[src/orthonormal_basis_from_unit_vector_unit_defines.svh]
// assertion helpers for the orthonormal basis unit
`ifndef ORTHONORMAL_BASIS_FROM_UNIT_VECTOR_UNIT_DEFINES_SVH
`define ORTHONORMAL_BASIS_FROM_UNIT_VECTOR_UNIT_DEFINES_SVH

// same-cycle implication, checked at every rising edge outside reset
`define OBFU_ASSERT_IMP(lbl, clk, rst, pre, post, msg) \
   lbl: assert property (@(posedge clk) disable iff (rst) (pre) |-> (post)) else $error(msg);

// next-cycle implication
`define OBFU_ASSERT_NEXT(lbl, clk, rst, pre, post, msg) \
   lbl: assert property (@(posedge clk) disable iff (rst) (pre) |=> (post)) else $error(msg);

`endif

[src/obfu_pkg.sv]
`default_nettype none

package obfu_pkg;

   // number format
   localparam int FRAC_BITS = 14;
   localparam int COMP_W    = 16;
   localparam int LIMIT     = ((1 << FRAC_BITS) < 32767) ? (1 << FRAC_BITS) : 32767;

   // squares, sums and divider widths
   localparam int MAG_W      = COMP_W;
   localparam int SQ_W       = 2 * MAG_W;
   localparam int S_W        = SQ_W;
   localparam int REM_W      = S_W + 1;
   localparam int QBITS      = 2 * FRAC_BITS + 2;
   localparam int Q_W        = QBITS + 1;
   localparam int DIV_STAGES = QBITS + 1;

   // square root widths
   localparam int SQRT_STEPS = (Q_W + 1) / 2;
   localparam int ACC_W      = 2 * SQRT_STEPS;
   localparam int ROOT_W     = SQRT_STEPS + 1;

   // cross product widths
   localparam int PROD_W = 2 * COMP_W;
   localparam int DIFF_W = PROD_W + 2;

   typedef logic signed [COMP_W-1:0] comp_type;

   // per-beat control traveling beside the arithmetic
   typedef struct packed {
      comp_type x;
      comp_type y;
      comp_type z;
      logic     sel_a;
      logic     neg0;
      logic     neg1;
      logic     deg;
   } side_type;

   typedef struct packed {
      comp_type tangent_x;
      comp_type tangent_y;
      comp_type tangent_z;
      comp_type bitangent_x;
      comp_type bitangent_y;
      comp_type bitangent_z;
      logic     degenerate;
   } rsp_type;

endpackage

`default_nettype wire

[src/obfu_sqrt.sv]
`default_nettype none

module obfu_sqrt (
   input  wire logic                      clock,
   input  wire logic                      reset,
   input  wire logic                      en,
   input  wire logic                      in_valid,
   input  wire logic [obfu_pkg::Q_W-1:0]  in_q0,
   input  wire logic [obfu_pkg::Q_W-1:0]  in_q1,
   input  wire obfu_pkg::side_type        in_side,
   output logic                           out_valid,
   output logic [obfu_pkg::ROOT_W-1:0]    out_m0,
   output logic [obfu_pkg::ROOT_W-1:0]    out_m1,
   output obfu_pkg::side_type             out_side
);
   import obfu_pkg::*;

   logic [SQRT_STEPS-1:0] v_ff;
   logic [ACC_W-1:0]      n0_ff   [SQRT_STEPS];
   logic [ACC_W-1:0]      n1_ff   [SQRT_STEPS];
   logic [ACC_W-1:0]      r0_ff   [SQRT_STEPS];
   logic [ACC_W-1:0]      r1_ff   [SQRT_STEPS];
   side_type              side_ff [SQRT_STEPS];

   // one root bit per stage, largest power of four first
   for (genvar i = 0; i < SQRT_STEPS; i++) begin : g_stage
      localparam logic [ACC_W-1:0] BIT = ACC_W'(1) << (2 * (SQRT_STEPS - 1 - i));
      logic [ACC_W-1:0] np0, np1, rp0, rp1, t0, t1;
      logic [ACC_W-1:0] n0_in, n1_in, r0_in, r1_in;
      logic             tk0, tk1, vp;
      side_type         sdp;

      if (i == 0) begin : g_first
         assign np0 = ACC_W'(in_q0);
         assign np1 = ACC_W'(in_q1);
         assign rp0 = '0;
         assign rp1 = '0;
         assign sdp = in_side;
         assign vp  = in_valid;
      end else begin : g_next
         assign np0 = n0_ff[i-1];
         assign np1 = n1_ff[i-1];
         assign rp0 = r0_ff[i-1];
         assign rp1 = r1_ff[i-1];
         assign sdp = side_ff[i-1];
         assign vp  = v_ff[i-1];
      end

      assign t0    = rp0 + BIT;
      assign t1    = rp1 + BIT;
      assign tk0   = np0 >= t0;
      assign tk1   = np1 >= t1;
      assign n0_in = tk0 ? (np0 - t0) : np0;
      assign n1_in = tk1 ? (np1 - t1) : np1;
      assign r0_in = tk0 ? ((rp0 >> 1) + BIT) : (rp0 >> 1);
      assign r1_in = tk1 ? ((rp1 >> 1) + BIT) : (rp1 >> 1);

      always_ff @(posedge clock) begin
         if (reset) begin
            v_ff[i] <= 1'b0;
         end else if (en) begin
            v_ff[i] <= vp;
         end
      end

      always_ff @(posedge clock) begin
         if (en) begin
            n0_ff[i]   <= n0_in;
            n1_ff[i]   <= n1_in;
            r0_ff[i]   <= r0_in;
            r1_ff[i]   <= r1_in;
            side_ff[i] <= sdp;
         end
      end
   end

   assign out_valid = v_ff[SQRT_STEPS-1];
   assign out_m0    = r0_ff[SQRT_STEPS-1][ROOT_W-1:0];
   assign out_m1    = r1_ff[SQRT_STEPS-1][ROOT_W-1:0];
   assign out_side  = side_ff[SQRT_STEPS-1];
endmodule

`default_nettype wire

[config.mk]
export PLATFORM = sky130hd
export DESIGN_NAME = obfu_sqrt
export DESIGN_NICKNAME = d
export VERILOG_FILES = /design/src/orthonormal_basis_from_unit_vector_unit_defines.svh /design/src/obfu_pkg.sv /design/src/obfu_sqrt.sv
export SDC_FILE = /design/constraint.sdc
export NUM_CORES = 2
export LEC_CHECK = 0
export BUFFER_PORTS_ARGS = -buffer_cell sky130_fd_sc_hd__buf_2
export CAP_MARGIN = 20
export CELL_PAD_IN_SITES_DETAIL_PLACEMENT = 2
export CELL_PAD_IN_SITES_GLOBAL_PLACEMENT = 2
export CORE_MARGIN = 10
export CORE_UTILIZATION = 46
export CTS_CLUSTER_SIZE = 8
export DETAILED_ROUTE_END_ITERATION = 16
export MAX_ROUTING_LAYER = met4
export PLACE_DENSITY = 0.84
export REMOVE_ABC_BUFFERS = 1
export SLEW_MARGIN = 20
export SYNTH_ARGS = -nofsm -noshare
export SYNTH_HDL_FRONTEND = slang
export SYNTH_SLANG_ARGS = --single-unit
[constraint.sdc]
create_clock -name clock -period 3.65 [get_ports clock]
set_clock_uncertainty 0.15 [all_clocks]
set_input_delay 0.5475 -clock clock [delete_from_list [all_inputs] [get_ports clock]]
set_output_delay 0.5475 -clock clock [all_outputs]
set_load 0.02 [all_outputs]
==> results of run 1 <==
## through the flow
step / worst slack (ps) / cells / hold slack, ps / area (um2)
after floorplan: -184 / 5328 / 250 / 83400
after global placement: 324 / 7991 / 250 / 88500
## kinds of logic after synthesis
group	share of synthesized area (%)
flip-flops	74.4
XOR/XNOR	4.09
AND/OR/NAND/NOR	8.09
adder cells (fa/ha/maj)	4.42
AO/OA/AOI/OAI	6.27
multiplexers	0.713
other	0.00448
buffers and inverters	2.00
==> summary.md, run 1 <==
| Metric | Value |
|---|---|
| Err | `[ERROR DPL-0033] detailed placement checks failed during check placement.` |
| Yosys reg bits | `2080` |
| Port Buffers | `202` |
| Number of synthesized flops with an enable pin | `~2.1k` |
| Async set-reset flop share out of synthesis | `0%` |
| Status | `aborted with a tool error` |
| IO Pins | `205` |
| Synth Flop Type | `edfxtp_1` |
| Post-synth top area share | `74.0%` |
| Die width | `447 um` |
| Hpwl dp | `179 mm` |
| Stop stage | `3_5_place_dp` |
| Warnings from Yosys | `0` |
| Sequential-to-total area share from yosys stat | `between 70% and 80%` |
| Largest cells by area after synthesis | `edfxtp_1 (74%), ha_1 (4.4%), xnor2_1 (2.2%)` |
| Synth unique cells | `82` |
| # rows | `156` |
| Die height | `447 um` |
| Commonest cells in the netlist | `edfxtp_1 (2064), inv_1 (359), nor2_1 (325), ha_1 (296), a21oi_1 (278)` |
| Placer Congestion | `around 0.86` |
| Initial Utilization | `46.3%` |
| Post-Syn Area per Cell | `between 15 and 20 um2` |
| Leading area contributor after synthesis | `edfxtp_1` |
| Top-count cell post-synth | `edfxtp_1` |
| Post-Syn Area | `83700 um2` |
| Post-synthesis cell count | `5398` |
==> run 2: changes to the inputs <==
- CELL_PAD_IN_SITES_DETAIL_PLACEMENT: 2 -> default
- CELL_PAD_IN_SITES_GLOBAL_PLACEMENT: 2 -> default
- CORE_UTILIZATION: 46 -> 40
- CTS_CLUSTER_SIZE: 8 -> default
- MAX_ROUTING_LAYER: met4 -> default
- PLACE_DENSITY: 0.84 -> default
- PLACE_DENSITY_LB_ADDON: default -> 0.15
==> run 2 against run 1 <==
Compared with the run above:
- the run now ends clean
- synthesized area did not move
- synthesized cell count did not move
==> summary.md, run 2 <==
| Metric | Value |
|---|---|
| Min Tclk post-route | `3360 ps` |
| Yosys reg bits | `2080` |
| Post-DR wirelength/cell | `15.6 um` |
| Slew HR | `46.9%` |
| Crit Path Category | `register to register` |
| Endpoints failing hold | `0` |
| Status | `completed` |
| Hpwl dp | `95.8 mm` |
| Sequential fraction of design power | `52.0%` |
| IO Pins | `205` |
| Critical path fanouts, max | `23` |
| Core Area | `between 200000 and 250000 um2` |
| P&R area growth vs syn | `16.4%` |
| Sw frac | `24.0%` |
| Clock Tree Buf Depth | `3` |
| Max reg flops | `832` |
| Via count | `roughly 43k` |
| Worst hold path class | `register to register` |
| Worst-path clk slew | `roughly 60 ps` |
| Design area | `around 100000 um2` |
| Power share of the combinational group | `11.4%` |
| Pwr/cell area | `603 nW/um2` |
| Iter 0 DRT Violations | `between 2k and 3k` |
| Largest cells by area after synthesis | `edfxtp_1 (74%), ha_1 (4.4%), xnor2_1 (2.2%)` |
| Leading area contributor after synthesis | `edfxtp_1` |
| Async set-reset flop share out of synthesis | `0%` |
| H-tree Lvls | `4` |
| Post-Syn Area | `83700 um2` |
| CTS buffer count | `219` |
| P_sw | `about 0.014 W` |
| Final #Nets | `6384` |
| Largest net degree at the start of global routing | `96` |
| HP Start | `side_ff[0][300]$_DFFE_PP_` |
| Die height | `477 um` |
| Die width | `about 480 um` |
| # setup viols final | `0` |
| Clock network power share | `36.7%` |
| Remaining DRCs | `0` |
| Cts repair resizes | `0` |
| VDD IR-drop max | `approximately 0.00048 V` |
| Clock sink count | `roughly 2.1k` |
| GRT Residual Overflow | `0` |
| Layout cells sized above 1 | `11.2%` |
| Clk_lat worst skew | `860 ps` |
| Sequential-to-total area share from yosys stat | `74.4%` |
| Area post-placement | `~89000 um2` |
| Commonest cells in the netlist | `edfxtp_1 (2064), inv_1 (359), nor2_1 (325), ha_1 (296), a21oi_1 (278)` |
| Die area | `228000 um2` |
| Initial antenna violation count | `1` |
| Initial Utilization | `40.3%` |
| Top-count cell post-synth | `edfxtp_1` |
| Final wirelength | `140 mm` |
| Post-synthesis cell count | `5398` |
| Critical Path Source | `n1_ff[1][120]$_DFFE_PP_` |
| Post-synth top area share | `between 70% and 80%` |
| Number of synthesized flops with an enable pin | `2064` |
| Antenna Nets Post-Route | `0` |
| Max Freq | `about 0.30 GHz` |
| Critical Path RT | `4060 ps` |
| Final period util | `between 90% and 100%` |
| Max Cap Viol | `0` |
| Root buffer cell | `clkbuf_16` |
| Warnings from Yosys | `0` |
| RSZ-0062 raised after global routing | `no` |
| Commonest non-fill, non-tap cell in the layout | `edfxtp_1` |
| Final non-filler cell total | `8937` |
| Global-route wire length before repair | `230 mm` |
| Port Buffers | `between 200 and 250` |
| # rows | `between 150 and 200` |
| Most flops, register | `side_ff` |
| 1st-pass router iterations | `5` |
| CTS tree | `built` |
| LEAKAGE | `approximately 36 nW` |
| Total GRT Usage | `12.0%` |
| Worst R2R Start | `n1_ff[1][120]$_DFFE_PP_` |
| Setup crit start kind | `register` |
| Synth Flop Type | `edfxtp_1` |
| Worst EP arrival | `between 3000 and 4000 ps` |
| Int Pwr | `0.0446 W` |
| Via-to-Cell Ratio | `4.85` |
| Slew Limit Fails | `0` |
| Crit. End Element | `register` |
| Commonest non-fill, non-tap cells in the layout | `edfxtp_1 (2064), inv_1 (359), nor2_1 (324), ha_1 (296), a21oi_1 (277)` |
| Worst slew pin tran | `797 ps` |
| Biggest regs | `side_ff x832, n0_ff x480, n1_ff x480` |
| Placer Congestion | `0.869` |
| Post-Syn Area per Cell | `15.5 um2` |
| Placed insts | `8419` |
| Synth unique cells | `around 80` |
| Vias in the first global route | `~45k` |
[run 2: power by group through the flow]
| stage | Combinational (W) | Sequential (W) | Clock (W) |
|---|---|---|---|
| floorplan | 0.00467 | 0.0305 | 0 |
| global route | 0.00754 | 0.0308 | 0.0233 |
| finish | 0.00667 | 0.0305 | 0.0215 |
| detailed placement | 0.00657 | 0.0310 | 0 |
| global placement | 0.00647 | 0.0310 | 0 |
| CTS | 0.00670 | 0.0305 | 0.0224 |
[run 2: routing by layer]
metal	part of all wire, %	vias to the layer above	GRT usage, %	wire, um
met5	0	-	0	0
met2	47	812	19.8	66000
met1	45	20600	15.6	63100
met4	3.4	0	4.77	4720
li1	-	21700	-	-
met3	4.1	311	2.47	5690
[run 2: final timing paths]
check                              end  slack [ps]  depth (start not counted)
max            n1_ff[1][137]$_DFFE_PP_         290                          7
min          side_ff[0][352]$_DFFE_PP_         230                          0
max reg2reg    n1_ff[1][137]$_DFFE_PP_         290                          7
min reg2reg  side_ff[0][352]$_DFFE_PP_         230                          0
[run 2: area by class of cell]
cell class,count,area (um2)
diodes,1,2.50
clock buffers,276,5780
clock inverters,123,1330
fillers,18000,110000
inverters,360,1350
multi-input cells,2888,19800
flip-flops and latches,2080,62300
well taps,2788,3490
repair buffers,421,3380
[run 2: timing repair]
action | 4_1_cts | 5_1_grt
buffers inserted | 0 | 0
hold endpoints to repair | 136 | 0
hold buffers | 118 | 0
[run 2: through the flow]
| stage | utilization [%] | power [W] | setup TNS, ps | setup WS, ps | hold WS, ps |
|---|---|---|---|---|---|
| 6_report | 46.9 | 0.0587 | 0 | 289 | 235 |
| 5_1_grt | 46.9 | 0.0617 | 0 | 1.23 | 181 |
| 4_1_cts | 46.9 | 0.0596 | 0 | 278 | 138 |
| 3_5_place_dp | 42.9 | 0.0376 | 0 | 282 | 255 |
| 3_3_place_gp | 42.9 | 0.0374 | 0 | 335 | 250 |
| 2_1_floorplan | - | 0.0352 | -1430 | -184 | 250 |
[run 2: critical path: stages (launching register included)]
cell and delay, ps:
edfxtp_1 430, or4_1 560, or3_4 360, or4_1 450
a311o_1 330, and4b_1 400, buf_4 280, o21ai_0 140
[run 2: cells by family after synthesis]
logic type,share of synthesized area (%)
xor gates and xnor gates,4.09
muxes,0.713
buffers and inverters,2.00
AOI/OAI and AO/OA,6.27
and+or+nand+nor,8.09
DFF,74.4
adders and majority gates,4.42
other,0.00448
Power figures use the tool's default switching activity.
