==> src/orthonormal_basis_from_unit_vector_unit_defines.svh <==
// assertion helpers for the orthonormal basis unit
`ifndef ORTHONORMAL_BASIS_FROM_UNIT_VECTOR_UNIT_DEFINES_SVH
`define ORTHONORMAL_BASIS_FROM_UNIT_VECTOR_UNIT_DEFINES_SVH

// same-cycle implication, checked at every rising edge outside reset
`define OBFU_ASSERT_IMP(lbl, clk, rst, pre, post, msg) \
   lbl: assert property (@(posedge clk) disable iff (rst) (pre) |-> (post)) else $error(msg);

// next-cycle implication
`define OBFU_ASSERT_NEXT(lbl, clk, rst, pre, post, msg) \
   lbl: assert property (@(posedge clk) disable iff (rst) (pre) |=> (post)) else $error(msg);

`endif

==> src/obfu_pkg.sv <==
`default_nettype none

package obfu_pkg;

   // number format
   localparam int FRAC_BITS = 14;
   localparam int COMP_W    = 16;
   localparam int LIMIT     = ((1 << FRAC_BITS) < 32767) ? (1 << FRAC_BITS) : 32767;

   // squares, sums and divider widths
   localparam int MAG_W      = COMP_W;
   localparam int SQ_W       = 2 * MAG_W;
   localparam int S_W        = SQ_W;
   localparam int REM_W      = S_W + 1;
   localparam int QBITS      = 2 * FRAC_BITS + 2;
   localparam int Q_W        = QBITS + 1;
   localparam int DIV_STAGES = QBITS + 1;

   // square root widths
   localparam int SQRT_STEPS = (Q_W + 1) / 2;
   localparam int ACC_W      = 2 * SQRT_STEPS;
   localparam int ROOT_W     = SQRT_STEPS + 1;

   // cross product widths
   localparam int PROD_W = 2 * COMP_W;
   localparam int DIFF_W = PROD_W + 2;

   typedef logic signed [COMP_W-1:0] comp_type;

   // per-beat control traveling beside the arithmetic
   typedef struct packed {
      comp_type x;
      comp_type y;
      comp_type z;
      logic     sel_a;
      logic     neg0;
      logic     neg1;
      logic     deg;
   } side_type;

   typedef struct packed {
      comp_type tangent_x;
      comp_type tangent_y;
      comp_type tangent_z;
      comp_type bitangent_x;
      comp_type bitangent_y;
      comp_type bitangent_z;
      logic     degenerate;
   } rsp_type;

endpackage

`default_nettype wire

==> src/obfu_cross.sv <==
`default_nettype none

module obfu_cross (
   input  wire logic                      clock,
   input  wire logic                      reset,
   input  wire logic                      en,
   input  wire logic                      in_valid,
   input  wire logic [obfu_pkg::ROOT_W-1:0] in_m0,
   input  wire logic [obfu_pkg::ROOT_W-1:0] in_m1,
   input  wire obfu_pkg::side_type        in_side,
   output logic                           out_valid,
   output obfu_pkg::rsp_type              out_beat
);
   import obfu_pkg::*;

   localparam logic signed [DIFF_W-1:0] HALF = DIFF_W'(1) <<< (FRAC_BITS - 1);
   localparam logic signed [DIFF_W-1:0] LIM  = DIFF_W'(LIMIT);

   logic [ROOT_W-1:0] r0, r1, rs0, rs1;
   comp_type          c0, c1;
   comp_type          j0_in, j1_in, j2_in;

   logic [1:0]        v_ff;
   comp_type          j0_ff, j1_ff, j2_ff, jb0_ff, jb1_ff, jb2_ff;
   comp_type          x_ff, y_ff, z_ff;
   logic              deg_ff, degb_ff;
   logic signed [PROD_W-1:0] p_yj2_ff, p_zj1_ff, p_zj0_ff, p_xj2_ff, p_xj1_ff, p_yj0_ff;

   logic signed [DIFF_W-1:0] d0, d1, d2;

   // round half up of the doubled root, saturate, apply sign; zero for a degenerate beat
   assign r0  = ROOT_W'((ROOT_W + 1)'(in_m0) + 1'b1 >> 1);
   assign r1  = ROOT_W'((ROOT_W + 1)'(in_m1) + 1'b1 >> 1);
   assign rs0 = (r0 > ROOT_W'(LIMIT)) ? ROOT_W'(LIMIT) : r0;
   assign rs1 = (r1 > ROOT_W'(LIMIT)) ? ROOT_W'(LIMIT) : r1;
   assign c0  = in_side.deg ? '0 : (in_side.neg0 ? -COMP_W'(rs0) : COMP_W'(rs0));
   assign c1  = in_side.deg ? '0 : (in_side.neg1 ? -COMP_W'(rs1) : COMP_W'(rs1));

   // place the two computed components into the tangent
   assign j0_in = in_side.sel_a ? c0 : '0;
   assign j1_in = in_side.sel_a ? '0 : c0;
   assign j2_in = c1;

   always_ff @(posedge clock) begin
      if (reset) begin
         v_ff <= '0;
      end else if (en) begin
         v_ff <= {v_ff[0], in_valid};
      end
   end

   // tangent stage, then product stage
   always_ff @(posedge clock) begin
      if (en) begin
         j0_ff    <= j0_in;
         j1_ff    <= j1_in;
         j2_ff    <= j2_in;
         x_ff     <= in_side.x;
         y_ff     <= in_side.y;
         z_ff     <= in_side.z;
         deg_ff   <= in_side.deg;
         p_yj2_ff <= y_ff * j2_ff;
         p_zj1_ff <= z_ff * j1_ff;
         p_zj0_ff <= z_ff * j0_ff;
         p_xj2_ff <= x_ff * j2_ff;
         p_xj1_ff <= x_ff * j1_ff;
         p_yj0_ff <= y_ff * j0_ff;
         jb0_ff   <= j0_ff;
         jb1_ff   <= j1_ff;
         jb2_ff   <= j2_ff;
         degb_ff  <= deg_ff;
      end
   end

   // bitangent: difference, round half up, scale, saturate
   function automatic comp_type fin(input logic signed [DIFF_W-1:0] d);
      logic signed [DIFF_W-1:0] sh;
      sh = d >>> FRAC_BITS;
      if (sh > LIM) begin
         fin = COMP_W'(LIM);
      end else if (sh < -LIM) begin
         fin = COMP_W'(-LIM);
      end else begin
         fin = COMP_W'(sh);
      end
   endfunction

   assign d0 = DIFF_W'(p_yj2_ff) - DIFF_W'(p_zj1_ff) + HALF;
   assign d1 = DIFF_W'(p_zj0_ff) - DIFF_W'(p_xj2_ff) + HALF;
   assign d2 = DIFF_W'(p_xj1_ff) - DIFF_W'(p_yj0_ff) + HALF;

   always_comb begin
      out_beat.tangent_x   = jb0_ff;
      out_beat.tangent_y   = jb1_ff;
      out_beat.tangent_z   = jb2_ff;
      out_beat.bitangent_x = degb_ff ? '0 : fin(d0);
      out_beat.bitangent_y = degb_ff ? '0 : fin(d1);
      out_beat.bitangent_z = degb_ff ? '0 : fin(d2);
      out_beat.degenerate  = degb_ff;
   end

   assign out_valid = v_ff[1];
endmodule

`default_nettype wire

==> config.mk <==
export PLATFORM = sky130hd
export DESIGN_NAME = obfu_cross
export DESIGN_NICKNAME = d
export VERILOG_FILES = /design/src/orthonormal_basis_from_unit_vector_unit_defines.svh /design/src/obfu_pkg.sv /design/src/obfu_cross.sv
export SDC_FILE = /design/constraint.sdc
export NUM_CORES = 2
export LEC_CHECK = 0
export BUFFER_PORTS_ARGS = -buffer_cell sky130_fd_sc_hd__buf_4
export CORE_MARGIN = 10
export CORE_UTILIZATION = 45
export DETAILED_ROUTE_END_ITERATION = 6
export PLACE_DENSITY_LB_ADDON = 0.12
export REMOVE_ABC_BUFFERS = 1
export SKIP_LAST_GASP = 1
export SLEW_MARGIN = 10
export SYNTH_ARGS = -nofsm -noshare
export SYNTH_HDL_FRONTEND = slang
export SYNTH_SLANG_ARGS = --single-unit
==> constraint.sdc <==
create_clock -name clock -period 5.9 [get_ports clock]
set_input_delay 0.59 -clock clock [delete_from_list [all_inputs] [get_ports clock]]
set_output_delay 0.59 -clock clock [all_outputs]
set_load 0.005 [all_outputs]
# Word-level counts from Yosys, hierarchy flattened

Cells that the tools add are included.

Bits in registers: 340
Bits of input ports: 90
Output and inout bits: 98
Word-level logic and storage cells: 56

$add $sub $neg: 10
Multipliers: 6
Magnitude comparators: 8
Multiplexer cells: 14

Operators with widths:

| kind                                                 | count |
|---|---|
| 2-to-1 mux 16 bit                                    | 14 |
| multiplier 16 x 16 -> 32 bit                         | 6 |
| adder 33 x 15 -> 34 bit, second input constant       | 3 |
| subtractor 32 x 32 -> 33 bit                         | 3 |
| > comparator 20 x 16 -> 1 bit, second input constant | 3 |
| < comparator 20 x 15 -> 1 bit, second input constant | 3 |
| adder 17 x 1 -> 18 bit, second input constant        | 2 |
| > comparator 17 x 15 -> 1 bit, second input constant | 2 |
| negator 16 bit                                       | 2 |

# Longest topological paths before layout

Depth in word-level cells: 6
Depth in mapped cells: 27
Depth with buffers taken out: 26

# Least setup slack after synthesis

OpenSTA, ideal clock, no wires.

Kind: flip-flop to flip-flop
Start point: reg j0_ff[7]
End point: reg p_yj0_ff[30], data pin
Library setup time: 0.262 ns
Arrival time: 6.185 ns
Data required time: 5.638 ns
Path slack: -0.548 ns
Stages on the path, launching flop included: 26
Buffers on the path: 1
Period minus slack after synthesis: 6.448 ns
Cells stage by stage: edfxtp_1 clkbuf_1 nand2_1 fa_1 inv_1 fa_1 inv_1 fa_1 inv_1 fa_1 fa_1 inv_1 fa_1 inv_1 ha_1 nand3_1 o22ai_1 o21ai_0 o311ai_0 a221oi_1 a22oi_1 a221oi_1 o21ai_0 a21oi_1 a21oi_1 xor2_1

Longest elaborated chain between the ends: 1

RTL lines:

| what                         | RTL line         | RTL |
|---|---|---|
| start: declaration           | obfu_cross.sv:24 | `comp_type j0_ff, j1_ff, j2_ff, jb0_ff, jb1_ff, jb2_ff;` |
| start signal: assignment     | obfu_cross.sv:55 | `j0_ff <= j0_in;` |
| multiplier 16 x 16 -> 32 bit | obfu_cross.sv:67 | `p_yj0_ff <= y_ff * j0_ff;` |
| end signal: assignment       | obfu_cross.sv:67 |  |
| end: declaration             | obfu_cross.sv:27 | `logic signed [PROD_W-1:0] p_yj2_ff, p_zj1_ff, p_zj0_ff, p_xj2_ff, p_xj1_ff, p_yj0_ff;` |

Every way passes these cells.
A chain may end at the register's enable or synchronous reset.

# Worst setup path after layout

Start point: reg x_ff[8]
End point: reg p_xj2_ff[31], data pin

Longest elaborated chain between the ends: 1

RTL lines:

| what                         | RTL line         | RTL |
|---|---|---|
| start: declaration           | obfu_cross.sv:25 | `comp_type x_ff, y_ff, z_ff;` |
| start signal: assignment     | obfu_cross.sv:58 | `x_ff <= in_side.x;` |
| multiplier 16 x 16 -> 32 bit | obfu_cross.sv:65 | `p_xj2_ff <= x_ff * j2_ff;` |
| end signal: assignment       | obfu_cross.sv:65 |  |
| end: declaration             | obfu_cross.sv:27 |  |

Every way passes these cells.

==> flow_summary.yaml <==
cts:
  htreeDepth: 2
  cts_tree: "done"
  cts.clk_slew.worst_paths_ns: 0.06
  clock_tree.root_cell: "sky130_fd_sc_hd__clkbuf_16"
  clock_insertion_delay_worst_skew_ns: 0.71
  tritoncts_buffers: 52
  clock_sinks: 340
  max-clock-path-buffers: 3
setup_path:
  worst_reg2reg_path_length_in_cells: 24
  worst_setup_path_start_kind: "flip-flop"
  worst_path_max_delay_cell: "sky130_fd_sc_hd__fa_1"
  worst_path_largest_cell_delay_ns: 0.53
  critPathCaptureType: "flip-flop"
  cp.arrival_ns: 6.83
  setup.worst_path.class: "reg2reg"
  critical_path_required_ns: 6.34
  cp_cell_sequence: "buf_4 > buf_6 > and2_4 > fa_1 > inv_1 > fa_1 > fa_1 > inv_2 > fa_1 > fa_1 > inv_1 > fa_1 > inv_2 > ha_4 > a21o_1 > a21o_1 > a21oi_2 > o41a_1 > o211ai_1 > a41oi_2 > a21oi_2 > a211oi_2 > a21oi_2 > xnor2_2"
  critPathMostFrequentCell: "sky130_fd_sc_hd__fa_1"
  path_max_fanout: 5
flow_run:
  maxCapViolations: 0
routing:
  drc_errors: 0
  drtIter0Drc: 3324
  route.detailed.vias_per_inst: 5.08
  dr.pass1.iters: 7
  route.detailed.wl_per_inst_um: 20.0
  detail-route-antenna-nets: 0
  dr_total_vias: 57000
  routed_wirelength_mm: 225
place:
  place.port_buffers: 187
  dp_hpwl_mm: 188
  gp_congestion: 0.897
  placed_cell_area_um2: 87900
synthesis:
  combined_area_of_all_synthesized_cells_um2: 76900
  synthSimpleGateAreaFrac_pct: 14.4
  synth_xor_xnor_area_share_pct: 3.50
  synth.avg_cell_area_um2: 9.66
  synthesis.instances: 7966
  synth_most_common_cell: "sky130_fd_sc_hd__inv_1"
  synthDominantCellAreaShare_pct: 40.9
  postSynthRegisterBits: 340
  synth_top_family_by_area: "adder cells"
  number_of_enable_type_register_cells_in_the_synthesized_netlist: 338
  synth_compound_gate_area_share_pct: 6.11
  yosysSeqAreaShare_pct: 13.2
  synthTopCellsByCount: "sky130_fd_sc_hd__inv_1, sky130_fd_sc_hd__fa_1, sky130_fd_sc_hd__nand2_1"
  top_flip_flop_cell_by_instance_count_after_synthesis: "sky130_fd_sc_hd__edfxtp_1"
  synth_area_leaders: "sky130_fd_sc_hd__fa_1, sky130_fd_sc_hd__edfxtp_1, sky130_fd_sc_hd__ha_1"
  synth_cell_types: 92
  synth_mux_area_share_pct: 0.198
  synthesis.yosys.warnings: 0
  synth_top_cell_by_area: "sky130_fd_sc_hd__fa_1"
  post_synth_fa_ha_maj_area_fraction_pct: 52.0
  ys_async_sr_fraction_pct: 0
floorplan:
  dieHeight_um: 433
  core_um2: 170000
  io_pins: 188
  initial_core_utilization_pct: 45.3
  fp.dieArea_um2: 188000
  std_cell_rows: 151
  die_w_um: 433
worst_hold_path:
  timing.hold.worst_path_depth: 1
  min_path_type: "in2reg"
timing:
  fin_worst_skew_ns: 0.0347
  period_share_pct: 108
  finalMaxSlewViolations: 0
  tightestPinTransition_ns: 0.936
  unrepaired_setup_endpoints_after_global_routing: "true"
  max_freq_mhz: 156
  finalWorstSetupSlack_ns: -0.495
  finalSetupViolCount: 78
  timing.slew.headroom_pct: 37.6
  period_needed_ns: 6.40
  number_of_failing_hold_endpoints_at_the_final_stage: 0
run_status:
  status: "finished with violations"
  violations_in_the_final_reports: "setup timing"
cells_and_area:
  nets: 11300
  syn2layout_area_growth_pct: 22.1
  seqCellArea_um2: 10200
  multi_input_area_um2: 60700
  num-fill-cells: 15200
  layout.cell_area.non_filler_um2: 94000
  proportion_of_layout_cells_with_a_drive_suffix_above_1_pct: 20.5
  fin_util_pct: 55.4
grt:
  grt_util_all_layers_pct: 24.2
  globalRoute.totalOverflow: 0
  initial_antenna_violation_count: 11
  first_global_vias: 61600
  wire_length_of_the_first_global_routing_pass_mm: 354
  grt_start_max_net_pins: 124
## final timing paths
path	from	endpoint	slack [ns]
setup / recovery	x_ff[8]$_DFFE_PP_	p_xj2_ff[31]$_DFFE_PP_	-0.50
setup reg to reg	x_ff[8]$_DFFE_PP_	p_xj2_ff[31]$_DFFE_PP_	-0.50
hold / removal	in_side[8]	z_ff[4]$_DFFE_PP_	0.06
hold reg to reg	deg_ff$_DFFE_PP_	degb_ff$_DFFE_PP_	0.44
## area by class of cell
class	count	area share, %
Multi-Input combinational cell	5463	64.6
Timing Repair Buffer	1283	12.3
Clock inverter	38	0.451
Inverter	1832	7.32
Clock buffer	57	1.45
Antenna cell	4	0.0107
Sequential cell	340	10.8
Tap cell	2218	2.95
## cells in the final DEF (no fill, tap or decap), types with 25 or more instances in the layout
cell and count:
sky130_fd_sc_hd__inv_1 1776, sky130_fd_sc_hd__fa_1 1503, sky130_fd_sc_hd__buf_4 1050, sky130_fd_sc_hd__nand2_1 823, sky130_fd_sc_hd__and2_1 702, sky130_fd_sc_hd__ha_1 633
sky130_fd_sc_hd__edfxtp_1 338, sky130_fd_sc_hd__nor2_1 232, sky130_fd_sc_hd__xnor2_1 211, sky130_fd_sc_hd__a21oi_1 132, sky130_fd_sc_hd__a21o_1 122, sky130_fd_sc_hd__buf_6 109
sky130_fd_sc_hd__buf_12 103, sky130_fd_sc_hd__o21ai_0 79, sky130_fd_sc_hd__xor2_1 72, sky130_fd_sc_hd__fa_2 69, sky130_fd_sc_hd__clkbuf_16 59, sky130_fd_sc_hd__inv_2 56
sky130_fd_sc_hd__a21oi_2 54, sky130_fd_sc_hd__and2_4 52, sky130_fd_sc_hd__nand3_1 51, sky130_fd_sc_hd__nand2b_1 47, sky130_fd_sc_hd__nor3_1 39, sky130_fd_sc_hd__nor2b_1 38
sky130_fd_sc_hd__o21bai_1 36, sky130_fd_sc_hd__ha_4 34, sky130_fd_sc_hd__nand4_1 33, sky130_fd_sc_hd__and3_1 31, sky130_fd_sc_hd__a31oi_1 28, sky130_fd_sc_hd__or3_1 25
## worst max-delay path, delay by kind of cell (launching register included)
family | cells | cell delay, ns
compound gates | 9 | 1.66
xor+xnor | 1 | 0.16
fa+ha+maj | 7 | 3.17
buf+inv | 6 | 0.49
simple gates | 1 | 0.13
flops | 1 | 0.52
## registers in the layout (all words and copies together) (netlist names), 32 cells and up
register / flops
p_xj1_ff: 32
p_xj2_ff: 32
p_yj0_ff: 32
p_yj2_ff: 32
p_zj0_ff: 32
p_zj1_ff: 32
## logic make-up after synthesis
kind of cell | count (synthesis)
buffers and inverters | 2163
flip-flops | 340
AND/OR/NAND/NOR | 2202
multiplexers | 15
adder cells (fa/ha/maj) | 2254
XOR/XNOR | 307
AO/OA/AOI/OAI | 685
## per-layer routing
metal  wire length (um)  global-route usage [%]  vias to the layer above
met5                 11                       0                        -
met4               7670                    6.94                        2
met3              11100                    2.97                      253
met2             109000                    40.8                     1243
met1              97100                    32.8                    29300
li1                   -                       -                    26300
## timing repair
item                                    CTS  global route
buffers inserted                        124            71
hold buffers                              2             0
gates cloned                              5             5
gates resized for setup                 420           261
endpoints found under the hold margin     3             0
endpoints found under the setup margin   86           115
pin swaps                               298           269
## through the flow
stage,setup TNS (ns),hold slack (ns),setup slack [ns],std cells
floorplan,-12.90,0.400,-0.715,7635
global placement,-31.18,0.405,-0.834,11000
detailed placement,-33.92,0.414,-0.868,11000
CTS,-15.80,0.000723,-0.487,11200
global route,-38.03,0.0266,-0.740,11200
finish,-19.00,0.0596,-0.495,11200
Power is not shown: default switching activity piles up to over one toggle a cycle in this logic, so the estimate is an artifact.
