==> config.mk <==
export PLATFORM = sky130hd
export DESIGN_NAME = obfu_front
export DESIGN_NICKNAME = d
export VERILOG_FILES = /design/src/orthonormal_basis_from_unit_vector_unit_defines.svh /design/src/obfu_pkg.sv /design/src/obfu_front.sv
export SDC_FILE = /design/constraint.sdc
export NUM_CORES = 1
export LEC_CHECK = 0
export BUFFER_PORTS_ARGS = -buffer_cell sky130_fd_sc_hd__buf_4
export CORE_UTILIZATION = 59
export CTS_BUF_LIST = sky130_fd_sc_hd__clkbuf_4 sky130_fd_sc_hd__clkbuf_8
export DETAILED_ROUTE_END_ITERATION = 7
export PLACE_DENSITY = 0.78
export SETUP_SLACK_MARGIN = 0.3
export SLEW_MARGIN = 20
export SYNTH_ARGS = -nofsm -noshare
export SYNTH_HDL_FRONTEND = slang
export SYNTH_SLANG_ARGS = --single-unit
==> constraint.sdc <==
create_clock -name clock -period 6.8 [get_ports clock]
set_input_delay 0.68 -clock clock [delete_from_list [all_inputs] [get_ports clock]]
set_output_delay 0.68 -clock clock [all_outputs]
set_load 0.02 [all_outputs]
==> src/orthonormal_basis_from_unit_vector_unit_defines.svh <==
// assertion helpers for the orthonormal basis unit
`ifndef ORTHONORMAL_BASIS_FROM_UNIT_VECTOR_UNIT_DEFINES_SVH
`define ORTHONORMAL_BASIS_FROM_UNIT_VECTOR_UNIT_DEFINES_SVH

// same-cycle implication, checked at every rising edge outside reset
`define OBFU_ASSERT_IMP(lbl, clk, rst, pre, post, msg) \
   lbl: assert property (@(posedge clk) disable iff (rst) (pre) |-> (post)) else $error(msg);

// next-cycle implication
`define OBFU_ASSERT_NEXT(lbl, clk, rst, pre, post, msg) \
   lbl: assert property (@(posedge clk) disable iff (rst) (pre) |=> (post)) else $error(msg);

`endif

==> src/obfu_pkg.sv <==
`default_nettype none

package obfu_pkg;

   // number format
   localparam int FRAC_BITS = 14;
   localparam int COMP_W    = 16;
   localparam int LIMIT     = ((1 << FRAC_BITS) < 32767) ? (1 << FRAC_BITS) : 32767;

   // squares, sums and divider widths
   localparam int MAG_W      = COMP_W;
   localparam int SQ_W       = 2 * MAG_W;
   localparam int S_W        = SQ_W;
   localparam int REM_W      = S_W + 1;
   localparam int QBITS      = 2 * FRAC_BITS + 2;
   localparam int Q_W        = QBITS + 1;
   localparam int DIV_STAGES = QBITS + 1;

   // square root widths
   localparam int SQRT_STEPS = (Q_W + 1) / 2;
   localparam int ACC_W      = 2 * SQRT_STEPS;
   localparam int ROOT_W     = SQRT_STEPS + 1;

   // cross product widths
   localparam int PROD_W = 2 * COMP_W;
   localparam int DIFF_W = PROD_W + 2;

   typedef logic signed [COMP_W-1:0] comp_type;

   // per-beat control traveling beside the arithmetic
   typedef struct packed {
      comp_type x;
      comp_type y;
      comp_type z;
      logic     sel_a;
      logic     neg0;
      logic     neg1;
      logic     deg;
   } side_type;

   typedef struct packed {
      comp_type tangent_x;
      comp_type tangent_y;
      comp_type tangent_z;
      comp_type bitangent_x;
      comp_type bitangent_y;
      comp_type bitangent_z;
      logic     degenerate;
   } rsp_type;

endpackage

`default_nettype wire

==> src/obfu_front.sv <==
`default_nettype none

module obfu_front (
   input  wire logic                     clock,
   input  wire logic                     reset,
   input  wire logic                     en,
   input  wire logic                     in_valid,
   input  wire obfu_pkg::comp_type       in_x,
   input  wire obfu_pkg::comp_type       in_y,
   input  wire obfu_pkg::comp_type       in_z,
   output logic                          out_valid,
   output logic [obfu_pkg::SQ_W-1:0]     out_n0,
   output logic [obfu_pkg::SQ_W-1:0]     out_n1,
   output logic [obfu_pkg::S_W-1:0]      out_s,
   output obfu_pkg::side_type            out_side
);
   import obfu_pkg::*;

   logic [MAG_W-1:0] ax, ay, az;
   logic             sel_a;

   logic [2:0]       v_ff;
   logic [MAG_W-1:0] m0_ff, m1_ff;
   side_type         side1_ff, side2_ff, side3_ff;
   side_type         side1_in, side3_in;
   logic [SQ_W-1:0]  n0_ff, n1_ff, n0b_ff, n1b_ff;
   logic [S_W-1:0]   s_in, s_ff;

   // magnitudes and branch choice
   assign ax    = in_x[COMP_W-1] ? MAG_W'(-in_x) : MAG_W'(in_x);
   assign ay    = in_y[COMP_W-1] ? MAG_W'(-in_y) : MAG_W'(in_y);
   assign az    = in_z[COMP_W-1] ? MAG_W'(-in_z) : MAG_W'(in_z);
   assign sel_a = ax > ay;

   always_comb begin
      side1_in.x     = in_x;
      side1_in.y     = in_y;
      side1_in.z     = in_z;
      side1_in.sel_a = sel_a;
      side1_in.neg0  = sel_a ? (in_z > 0) : in_z[COMP_W-1];
      side1_in.neg1  = sel_a ? in_x[COMP_W-1] : (in_y > 0);
      side1_in.deg   = 1'b0;
   end

   // sum of squares and zero length check
   assign s_in = n0_ff + n1_ff;

   always_comb begin
      side3_in     = side2_ff;
      side3_in.deg = (s_in == '0);
   end

   // valid bits
   always_ff @(posedge clock) begin
      if (reset) begin
         v_ff <= '0;
      end else if (en) begin
         v_ff <= {v_ff[1:0], in_valid};
      end
   end

   // payload stages: magnitudes, squares, sum
   always_ff @(posedge clock) begin
      if (en) begin
         m0_ff    <= az;
         m1_ff    <= sel_a ? ax : ay;
         side1_ff <= side1_in;
         n0_ff    <= SQ_W'(m0_ff * m0_ff);
         n1_ff    <= SQ_W'(m1_ff * m1_ff);
         side2_ff <= side1_ff;
         n0b_ff   <= n0_ff;
         n1b_ff   <= n1_ff;
         s_ff     <= s_in;
         side3_ff <= side3_in;
      end
   end

   assign out_valid = v_ff[2];
   assign out_n0    = n0b_ff;
   assign out_n1    = n1b_ff;
   assign out_s     = s_ff;
   assign out_side  = side3_ff;
endmodule

`default_nettype wire

## After elaboration in Yosys (flattened, before gate mapping)

Index checks and enable logic that the tools add are counted.

| storage, ports and cells | value |
|---|---|
| register bits | 349 |
| input port bits | 52 |
| logic and storage cells | 44 |

| operators by class | value |
|---|---|
| add/subtract/negate cells | 4 |
| multipliers | 2 |
| order comparisons | 3 |
| multiplexer cells | 6 |
| reductions and logical operators | 1 |

Operators with widths:

| kind | number |
|---|---|
| $mul A16 B16 Y32 | 2 |
| $mux W16 | 3 |
| $neg A16 Y16 | 3 |
| $add A32 B32 Y32 | 1 |
| $gt A16 B1 Y1 const B | 2 |
| $logic_not A32 Y1 | 1 |
| $gt A16 B16 Y1 | 1 |
| $mux W15 | 1 |
| $mux W1 | 2 |

## Depth between registers and ports, before layout

Gate-level depths: netlist (run 1).

| depth | value |
|---|---|
| word-level depth | 4 |
| gate-level depth with buffers | 25 |
| mapped depth without buffers | 24 |

## Least setup slack after synthesis (run 1)

OpenSTA, ideal clock, no wires.

| path | value |
|---|---|
| kind | reg-to-reg |
| from | register m1_ff[4] |
| to | register n1_ff[28], data pin |
| arrival time | 6,002 ps |
| slack | 535 ps |
| cell stages (with the launch flop) | 21 |
| clock period less this slack | 6,265 ps |
| cells stage by stage | edfxtp_1 clkbuf_1 clkbuf_1 nand2_1 fa_1 inv_1 fa_1 ha_1 inv_1 fa_1 fa_1 inv_1 fa_1 ha_1 or3_1 o41ai_1 o21ai_0 a2111oi_0 nor4_1 o211ai_1 nand3b_1 |

| on the way | value |
|---|---|
| word-level cells in the longest chain between the ends | 1 |

RTL lines:

| what | RTL line | text |
|---|---|---|
| from (decl) | obfu_front.sv:23 | `logic [MAG_W-1:0] m0_ff, m1_ff;` |
| from (signal assigned) | obfu_front.sv:66 | `m1_ff <= sel_a ? ax : ay;` |
| $mul A16 B16 Y32 | obfu_front.sv:69 | `n1_ff <= SQ_W'(m1_ff * m1_ff);` |
| to (signal assigned) | obfu_front.sv:69 |  |
| to (decl) | obfu_front.sv:26 | `logic [SQ_W-1:0] n0_ff, n1_ff, n0b_ff, n1b_ff;` |

Every way passes these cells.
A chain may end at the register's enable or synchronous reset.

## Worst setup path in the final report (run 1)

| path | value |
|---|---|
| from | register m0_ff[9] |
| to | register n0_ff[28], data pin |

| on the way | value |
|---|---|
| word-level cells in the longest chain between the ends | 1 |

RTL lines:

| what | RTL line | text |
|---|---|---|
| from (decl) | obfu_front.sv:23 |  |
| from (signal assigned) | obfu_front.sv:65 | `m0_ff <= az;` |
| $mul A16 B16 Y32 | obfu_front.sv:68 | `n0_ff <= SQ_W'(m0_ff * m0_ff);` |
| to (signal assigned) | obfu_front.sv:68 |  |
| to (decl) | obfu_front.sv:26 |  |

Every way passes these cells.

==> results of run 1 <==
## logic make-up (layout without fill, tap and decap cells)
logic type               count (synthesis)  in the layout  share of synthesized area [%]
adder cells (fa/ha/maj)                578            578                           34.6
XOR/XNOR                               135            135                           4.23
flip-flops                             342            342                           36.6
multiplexers                            26             26                          0.953
AO/OA/AOI/OAI                          282            282                           6.74
buffers and inverters                  605            917                           8.18
AND/OR/NAND/NOR                        504            504                           8.70
other                                    1              2                         0.0134
## sequential cells by signal, indices dropped and copies added, names as in the netlist
name	cells
v_ff	3
n1_ff	31
n0_ff	30
out_n0	30
m1_ff	16
side2_ff	51
side1_ff	50
out_n1	31
out_side	52
m0_ff	16
out_s	32
## repair_timing
action / CTS / global route
setup endpoints to repair: 9 / 17
pin swaps: 1 / 22
buffers inserted: 9 / 29
gates resized for setup: 7 / 58
## critical path, stage by stage (launching register included)
cell and delay (ps):
edfxtp_1 550, and2_4 220, inv_1 50, fa_1 480, inv_1 60, fa_1 510
inv_1 60, fa_1 530, inv_1 50, fa_1 390, fa_1 520, inv_1 60
fa_1 470, inv_1 40, ha_1 340, a21o_1 200, a211oi_2 220, a2bb2oi_1 210
o41ai_2 110, buf_4 160, a41oi_4 270, nor3_2 90, o31ai_1 260, a21oi_1 130
xor2_1 160
## worst min path at each step
| stage | from | end | cells after the start |
|---|---|---|---|
| 6_report | reset | v_ff[2] | 2 |
| 3_3_place_gp | side2_ff[15] | out_side[15] | 0 |
| 3_5_place_dp | side2_ff[26] | out_side[26] | 0 |
| 2_1_floorplan | side2_ff[10] | out_side[10] | 0 |
| 5_1_grt | reset | v_ff[0] | 2 |
| 4_1_cts | reset | v_ff[0] | 2 |
## layout by cell type, fill, tap and decap left out, types with 14 or more instances in the layout
master,synthesis,final
edfxtp_1,339,339
xnor2_1,80,80
nor2_1,73,69
clkbuf_8,0,55
buf_4,4,276
o21ai_0,37,31
nand3_1,20,19
mux2i_1,21,21
a21oi_1,82,82
a31oi_1,16,16
o21a_1,14,14
and2_1,78,74
nand4_1,18,18
inv_1,546,544
a21o_1,42,42
xor2_1,55,55
nand2_1,218,213
nor3_1,15,14
nor2b_1,14,14
ha_1,254,248
o31ai_1,23,20
fa_1,324,322
## layout make-up
| cell class | instances | area [µm²] | area share, % |
|---|---|---|---|
| Inverter | 546 | 2050 | 6.41 |
| Sequential cell | 342 | 10200 | 32.0 |
| Tap cell | 607 | 759 | 2.37 |
| Clock buffer | 66 | 840 | 2.62 |
| Clock inverter | 22 | 255 | 0.797 |
| Timing Repair Buffer | 283 | 2160 | 6.74 |
| Multi-Input combinational cell | 1527 | 15700 | 49.1 |
## metrics by stage
| step | util (%) | cells | hold WS, ps |
|---|---|---|---|
| after floorplan | - | 2474 | 400 |
| final | 68.7 | 3393 | 204 |
| after CTS | 67.6 | 3364 | 154 |
| after detailed placement | 65.1 | 3267 | 405 |
| after global placement | 65.1 | 3267 | 401 |
| after global routing | 68.7 | 3393 | 167 |
## per-layer routing
metal	vias to the layer above	share of wire, %	global-route usage (%)
li1	8624	-	-
met5	-	0	0
met2	655	49	44.3
met1	9340	40	34.8
met3	119	8.2	5.98
met4	0	3.0	7.98
==> impl_results.md, run 1 <==
* Cell row count at 79
* Post-synth top area cell: edfxtp_1
* Worst Path Max Fanout at 8
* Most common cell in the netlist: inv_1
* Register-to-Register Path Depth at 24
* Fin Setup TNS at 0 ps
* CP Data Required Time at 7200 ps
* Die ar. at 48300 µm²
* Top_reg_cell synth: edfxtp_1
* Residual DRC count at 37
* Least-Margin Pin Slew at 963 ps
* Initial detailed-routing violation count at 1433
* H-tree level count at 2
* Top cell type's share of synthesized area at a little over a third
* Skew-Pair Late Insertion Delay at 670 ps
* Dpl ws at about 110 ps
* Final worst setup slack at ~440 ps
* Dpl cell area at 30400 µm²
* Routed Antenna Nets at 0
* Status: complete, but fails checks
* Port bufs at 198
* Clock buffer depth at 3
* Vias in the first global route at 19200
* Die Y at ~220 µm
* Max Slew Vio Count at 0
* DR vias/cell at 5.52
* Period utilisation layout at roughly 94%
* Initial Util at 59.9%
* Placer Congestion at 0.934
* Max_slew headroom at a little over a third
* Crit path kind: reg2reg
* Crit path DAT at 6760 ps
* Die Wd at 220 µm
* Area growth syn-to-layout at 14.6%
* Final Instance Area at 32000 µm²
* Clock Skew at between 20 and 30 ps
* Drt pass-1 iters at 8
* DR WL/cell at 18.3 µm
* Fraction of the yosys area taken by sequential cells at 36.6%
* Drt total wl at 62200 µm
* Synth cell types at 67
* Syn Inst Count at 2473
* # hold bufs at CTS at 0
* Fmax achieved at 157 MHz
* CTS Buf Count at 55
* Global-route wire length before repair at 98400 µm
* Grt total ovfl at 0
* Fin nets at 3385
* RR Endpoint: n0_ff[28]
* Number of synthesized flops with an enable pin at ~340
* IO Pins at about 200
* Synthesized area per cell at 11.3 µm²
* #FFs+latches synth at 342
* Startpoint class of the critical path: flop
* Synth area leaders: edfxtp_1 (36%), fa_1 (23%), ha_1 (11%), inv_1 (7.3%), nand2_1 (2.9%)
* Final setup viols at 0
* End of the critical path: n0_ff[28]
* Failing checks: design-rule violations
* Commonest cells in the synthesized netlist: inv_1 (546), edfxtp_1 (339), fa_1 (324)
* RSZ-0062 raised after global routing: yes
* Largest net degree at the start of global routing at 156
* Layout fillers at 3413
* Num Clock Sinks at 342
* Async S/R FF share, synth at 0%
* Aggregate global-route resource usage at 26.6%
* Max Cap Violations at 0
* Core ar. at between 40000 and 50000 µm²
* Initial antenna violation count at 0
* Crit path from: m0_ff[9]
* CTS tree: built
* Share of cells above drive strength 1 at between 10% and 20%
* Post-Syn Area at 28000 µm²
* Total number of vias at 18700
* Hold Fails Final Rpt at 0
* Critical Path End Type: flop
* Clock transition at path regs at roughly 70 ps
* R2R Setup Slk at roughly 440 ps
* Post-DP HPWL at around 49000 µm
* Warning count from the yosys run at 0
* Root Buffer: clkbuf_8
* # diodes at 0
* Final min period at between 6000 and 7000 ps
* R2R Path Start: m0_ff[9]
* Min-Delay Path Class: in2reg
Power of run 1 is not shown: default switching activity piles up to over one toggle a cycle in this logic, so the estimate is an artifact.
==> run 2, diff against run 1 <==
--- a/config.mk
+++ b/config.mk
@@ -5,10 +5,11 @@
 export SDC_FILE = /design/constraint.sdc
 export NUM_CORES = 1
 export LEC_CHECK = 0
-export BUFFER_PORTS_ARGS = -buffer_cell sky130_fd_sc_hd__buf_4
+export BUFFER_PORTS_ARGS = -buffer_cell sky130_fd_sc_hd__clkbuf_2
 export CORE_UTILIZATION = 59
 export CTS_BUF_LIST = sky130_fd_sc_hd__clkbuf_4 sky130_fd_sc_hd__clkbuf_8
 export DETAILED_ROUTE_END_ITERATION = 7
+export MAX_ROUTING_LAYER = met4
 export PLACE_DENSITY = 0.78
 export SETUP_SLACK_MARGIN = 0.3
 export SLEW_MARGIN = 20
==> impl_results.md, run 2 (synthesis results as in run 1) <==
* Commonest non-fill, non-tap cell in the layout: inv_1
* # hold bufs at CTS at 0
* M1 wire length at 24900 µm
* Die ar. at slightly below 50000 µm²
* Placer Congestion at slightly below 1
* CTS Buf Count at between 50 and 60
* Initial antenna violation count at 0
* Hold Fails Final Rpt at 0
* Drt pass-1 iters at 8
* Root Buffer: clkbuf_8
* Clock transition at path regs at 70 ps
* Dpl ws at -14.2 ps
* Status: complete, but fails checks
* Die Wd at between 200 and 250 µm
* Area growth syn-to-layout at 12.5%
* Max_slew headroom at between 20 and 30%
* Most frequent cells in the layout: inv_1 (546), edfxtp_1 (339), fa_1 (323)
* Startpoint class of the critical path: flop
* Max Cap Violations at 0
* Residual DRC count at 37
* Fmax achieved at ~160 MHz
* Crit path kind: reg2reg
* Grt total ovfl at 0
* Clock buffer depth at 3
* Global-route wire length before repair at 97300 µm
* Initial Util at between 50% and 60%
* Post-DP HPWL at 48700 µm
* Failing checks: design-rule violations
* Highest Signal Layer: met4
* Least-Margin Pin Slew at 1070 ps
* Period utilisation layout at 93.8%
* Largest net degree at the start of global routing at 169
* Final worst setup slack at 423 ps
* Max Slew Vio Count at 0
* Layout fillers at ~3400
* DR vias/cell at between 5 and 6
* Cell row count at 79
* Port bufs at 198
* Fin Setup TNS at 0 ps
* Num Clock Sinks at 342
* Skew-Pair Late Insertion Delay at 690 ps
* Routed Antenna Nets at 0
* Crit-path max cell delay at 560 ps
* Total number of vias at 18600
* CTS tree: built
* # diodes at 0
* H-tree level count at 2
* Core ar. at about 47000 µm²
* Worst Path Max Fanout at 5
* Vias in the first global route at about 19000
* Hold Slack at approximately 210 ps
* Dpl cell area at slightly below 30000 µm²
* DR WL/cell at 18.0 µm
* IO Pins at ~200
* Crit path DAT at 6810 ps
* Critical Path End Type: flop
* Initial detailed-routing violation count at ~1400
* Drt total wl at about 61000 µm
* Slowest library cell on the worst path: fa_1
* Min-Delay Path Class: in2reg
* Aggregate global-route resource usage at 27.2%
* Clock Skew at 46.1 ps
* Met2 WL post-DR at 29000 µm
* Cell mode on critical path: fa_1
* Metal3 WL at 5490 µm
* Final setup viols at 0
* Die Y at 220 µm
* Largest register FFs at 52
* RSZ-0062 raised after global routing: yes
* Critical path cell sequence: buf_4 -> buf_4 -> nand2_1 -> fa_1 -> fa_1 -> inv_1 -> fa_1 -> fa_1 -> fa_1 -> inv_1 -> fa_1 -> inv_1 -> ha_1 -> a21o_1 -> a211oi_2 -> a2bb2oi_2 -> o41ai_2 -> buf_4 -> a41oi_4 -> nor3_2 -> o31ai_1 -> a21oi_1 -> xor2_1
* Fin nets at 3380
* Share of cells above drive strength 1 at 15.2%
* CP Data Required Time at 7230 ps
* Hold Path Stages at 2
* Register-to-Register Path Depth at 23
* Final Instance Area at roughly 31000 µm²
* Final min period at 6380 ps
[run 2: cell count changes in the layout (fill, tap and decap cells not counted), sizes merged]
cell / change
buf: -204
clkbuf: +197
clkinv: +17
inv: +2
[run 2: what timing repair did]
action                     4_1_cts  5_1_grt
gates resized for setup          6       31
cloned                           0        0
buffers inserted                20       12
pin swaps                        1       10
setup endpoints to repair       11       19
[run 2: critical path, delay by kind of cell (launching register included)]
family,cells,cell delay (ps)
DFF,1,480
adders and majority gates,7,3340
xor gates and xnor gates,1,150
and+or+nand+nor,2,190
AOI/OAI and AO/OA,7,1350
buffers and inverters,6,630
[run 2: final cells by class]
type	instances	area (µm²)	share of cell area [%]
multi-input combinational	1527	15600	49.6
sequential	342	10200	32.5
inverter	546	2050	6.51
timing repair buffer	275	1590	5.06
clock buffer	67	866	2.75
tap	607	759	2.41
clock inverter	41	357	1.13
[run 2: path summary, 6_finish.rpt]
kind | start | slack [ps] | to
max | m0_ff[2] | 420 | n0_ff[28]
max reg2reg | m0_ff[2] | 420 | n0_ff[28]
min | reset | 210 | v_ff[0]
min reg2reg | side1_ff[51] | 410 | side2_ff[51]
[run 2: per-stage QoR]
stage          instances  utilization (%)
4_1_cts             3393             67.0
3_5_place_dp        3265             64.0
6_report            3405             67.4
3_3_place_gp        3265             64.0
5_1_grt             3405             67.4
2_1_floorplan       2474                -
[run 2: metal layers]
layer / up-vias / track usage [%]
li1: 8643 / -
met4: 0 / 9.22
met3: 122 / 6.85
met2: 674 / 42.8
met5: - / -
met1: 9121 / 34.3
Power of run 2 is left out for the same reason.
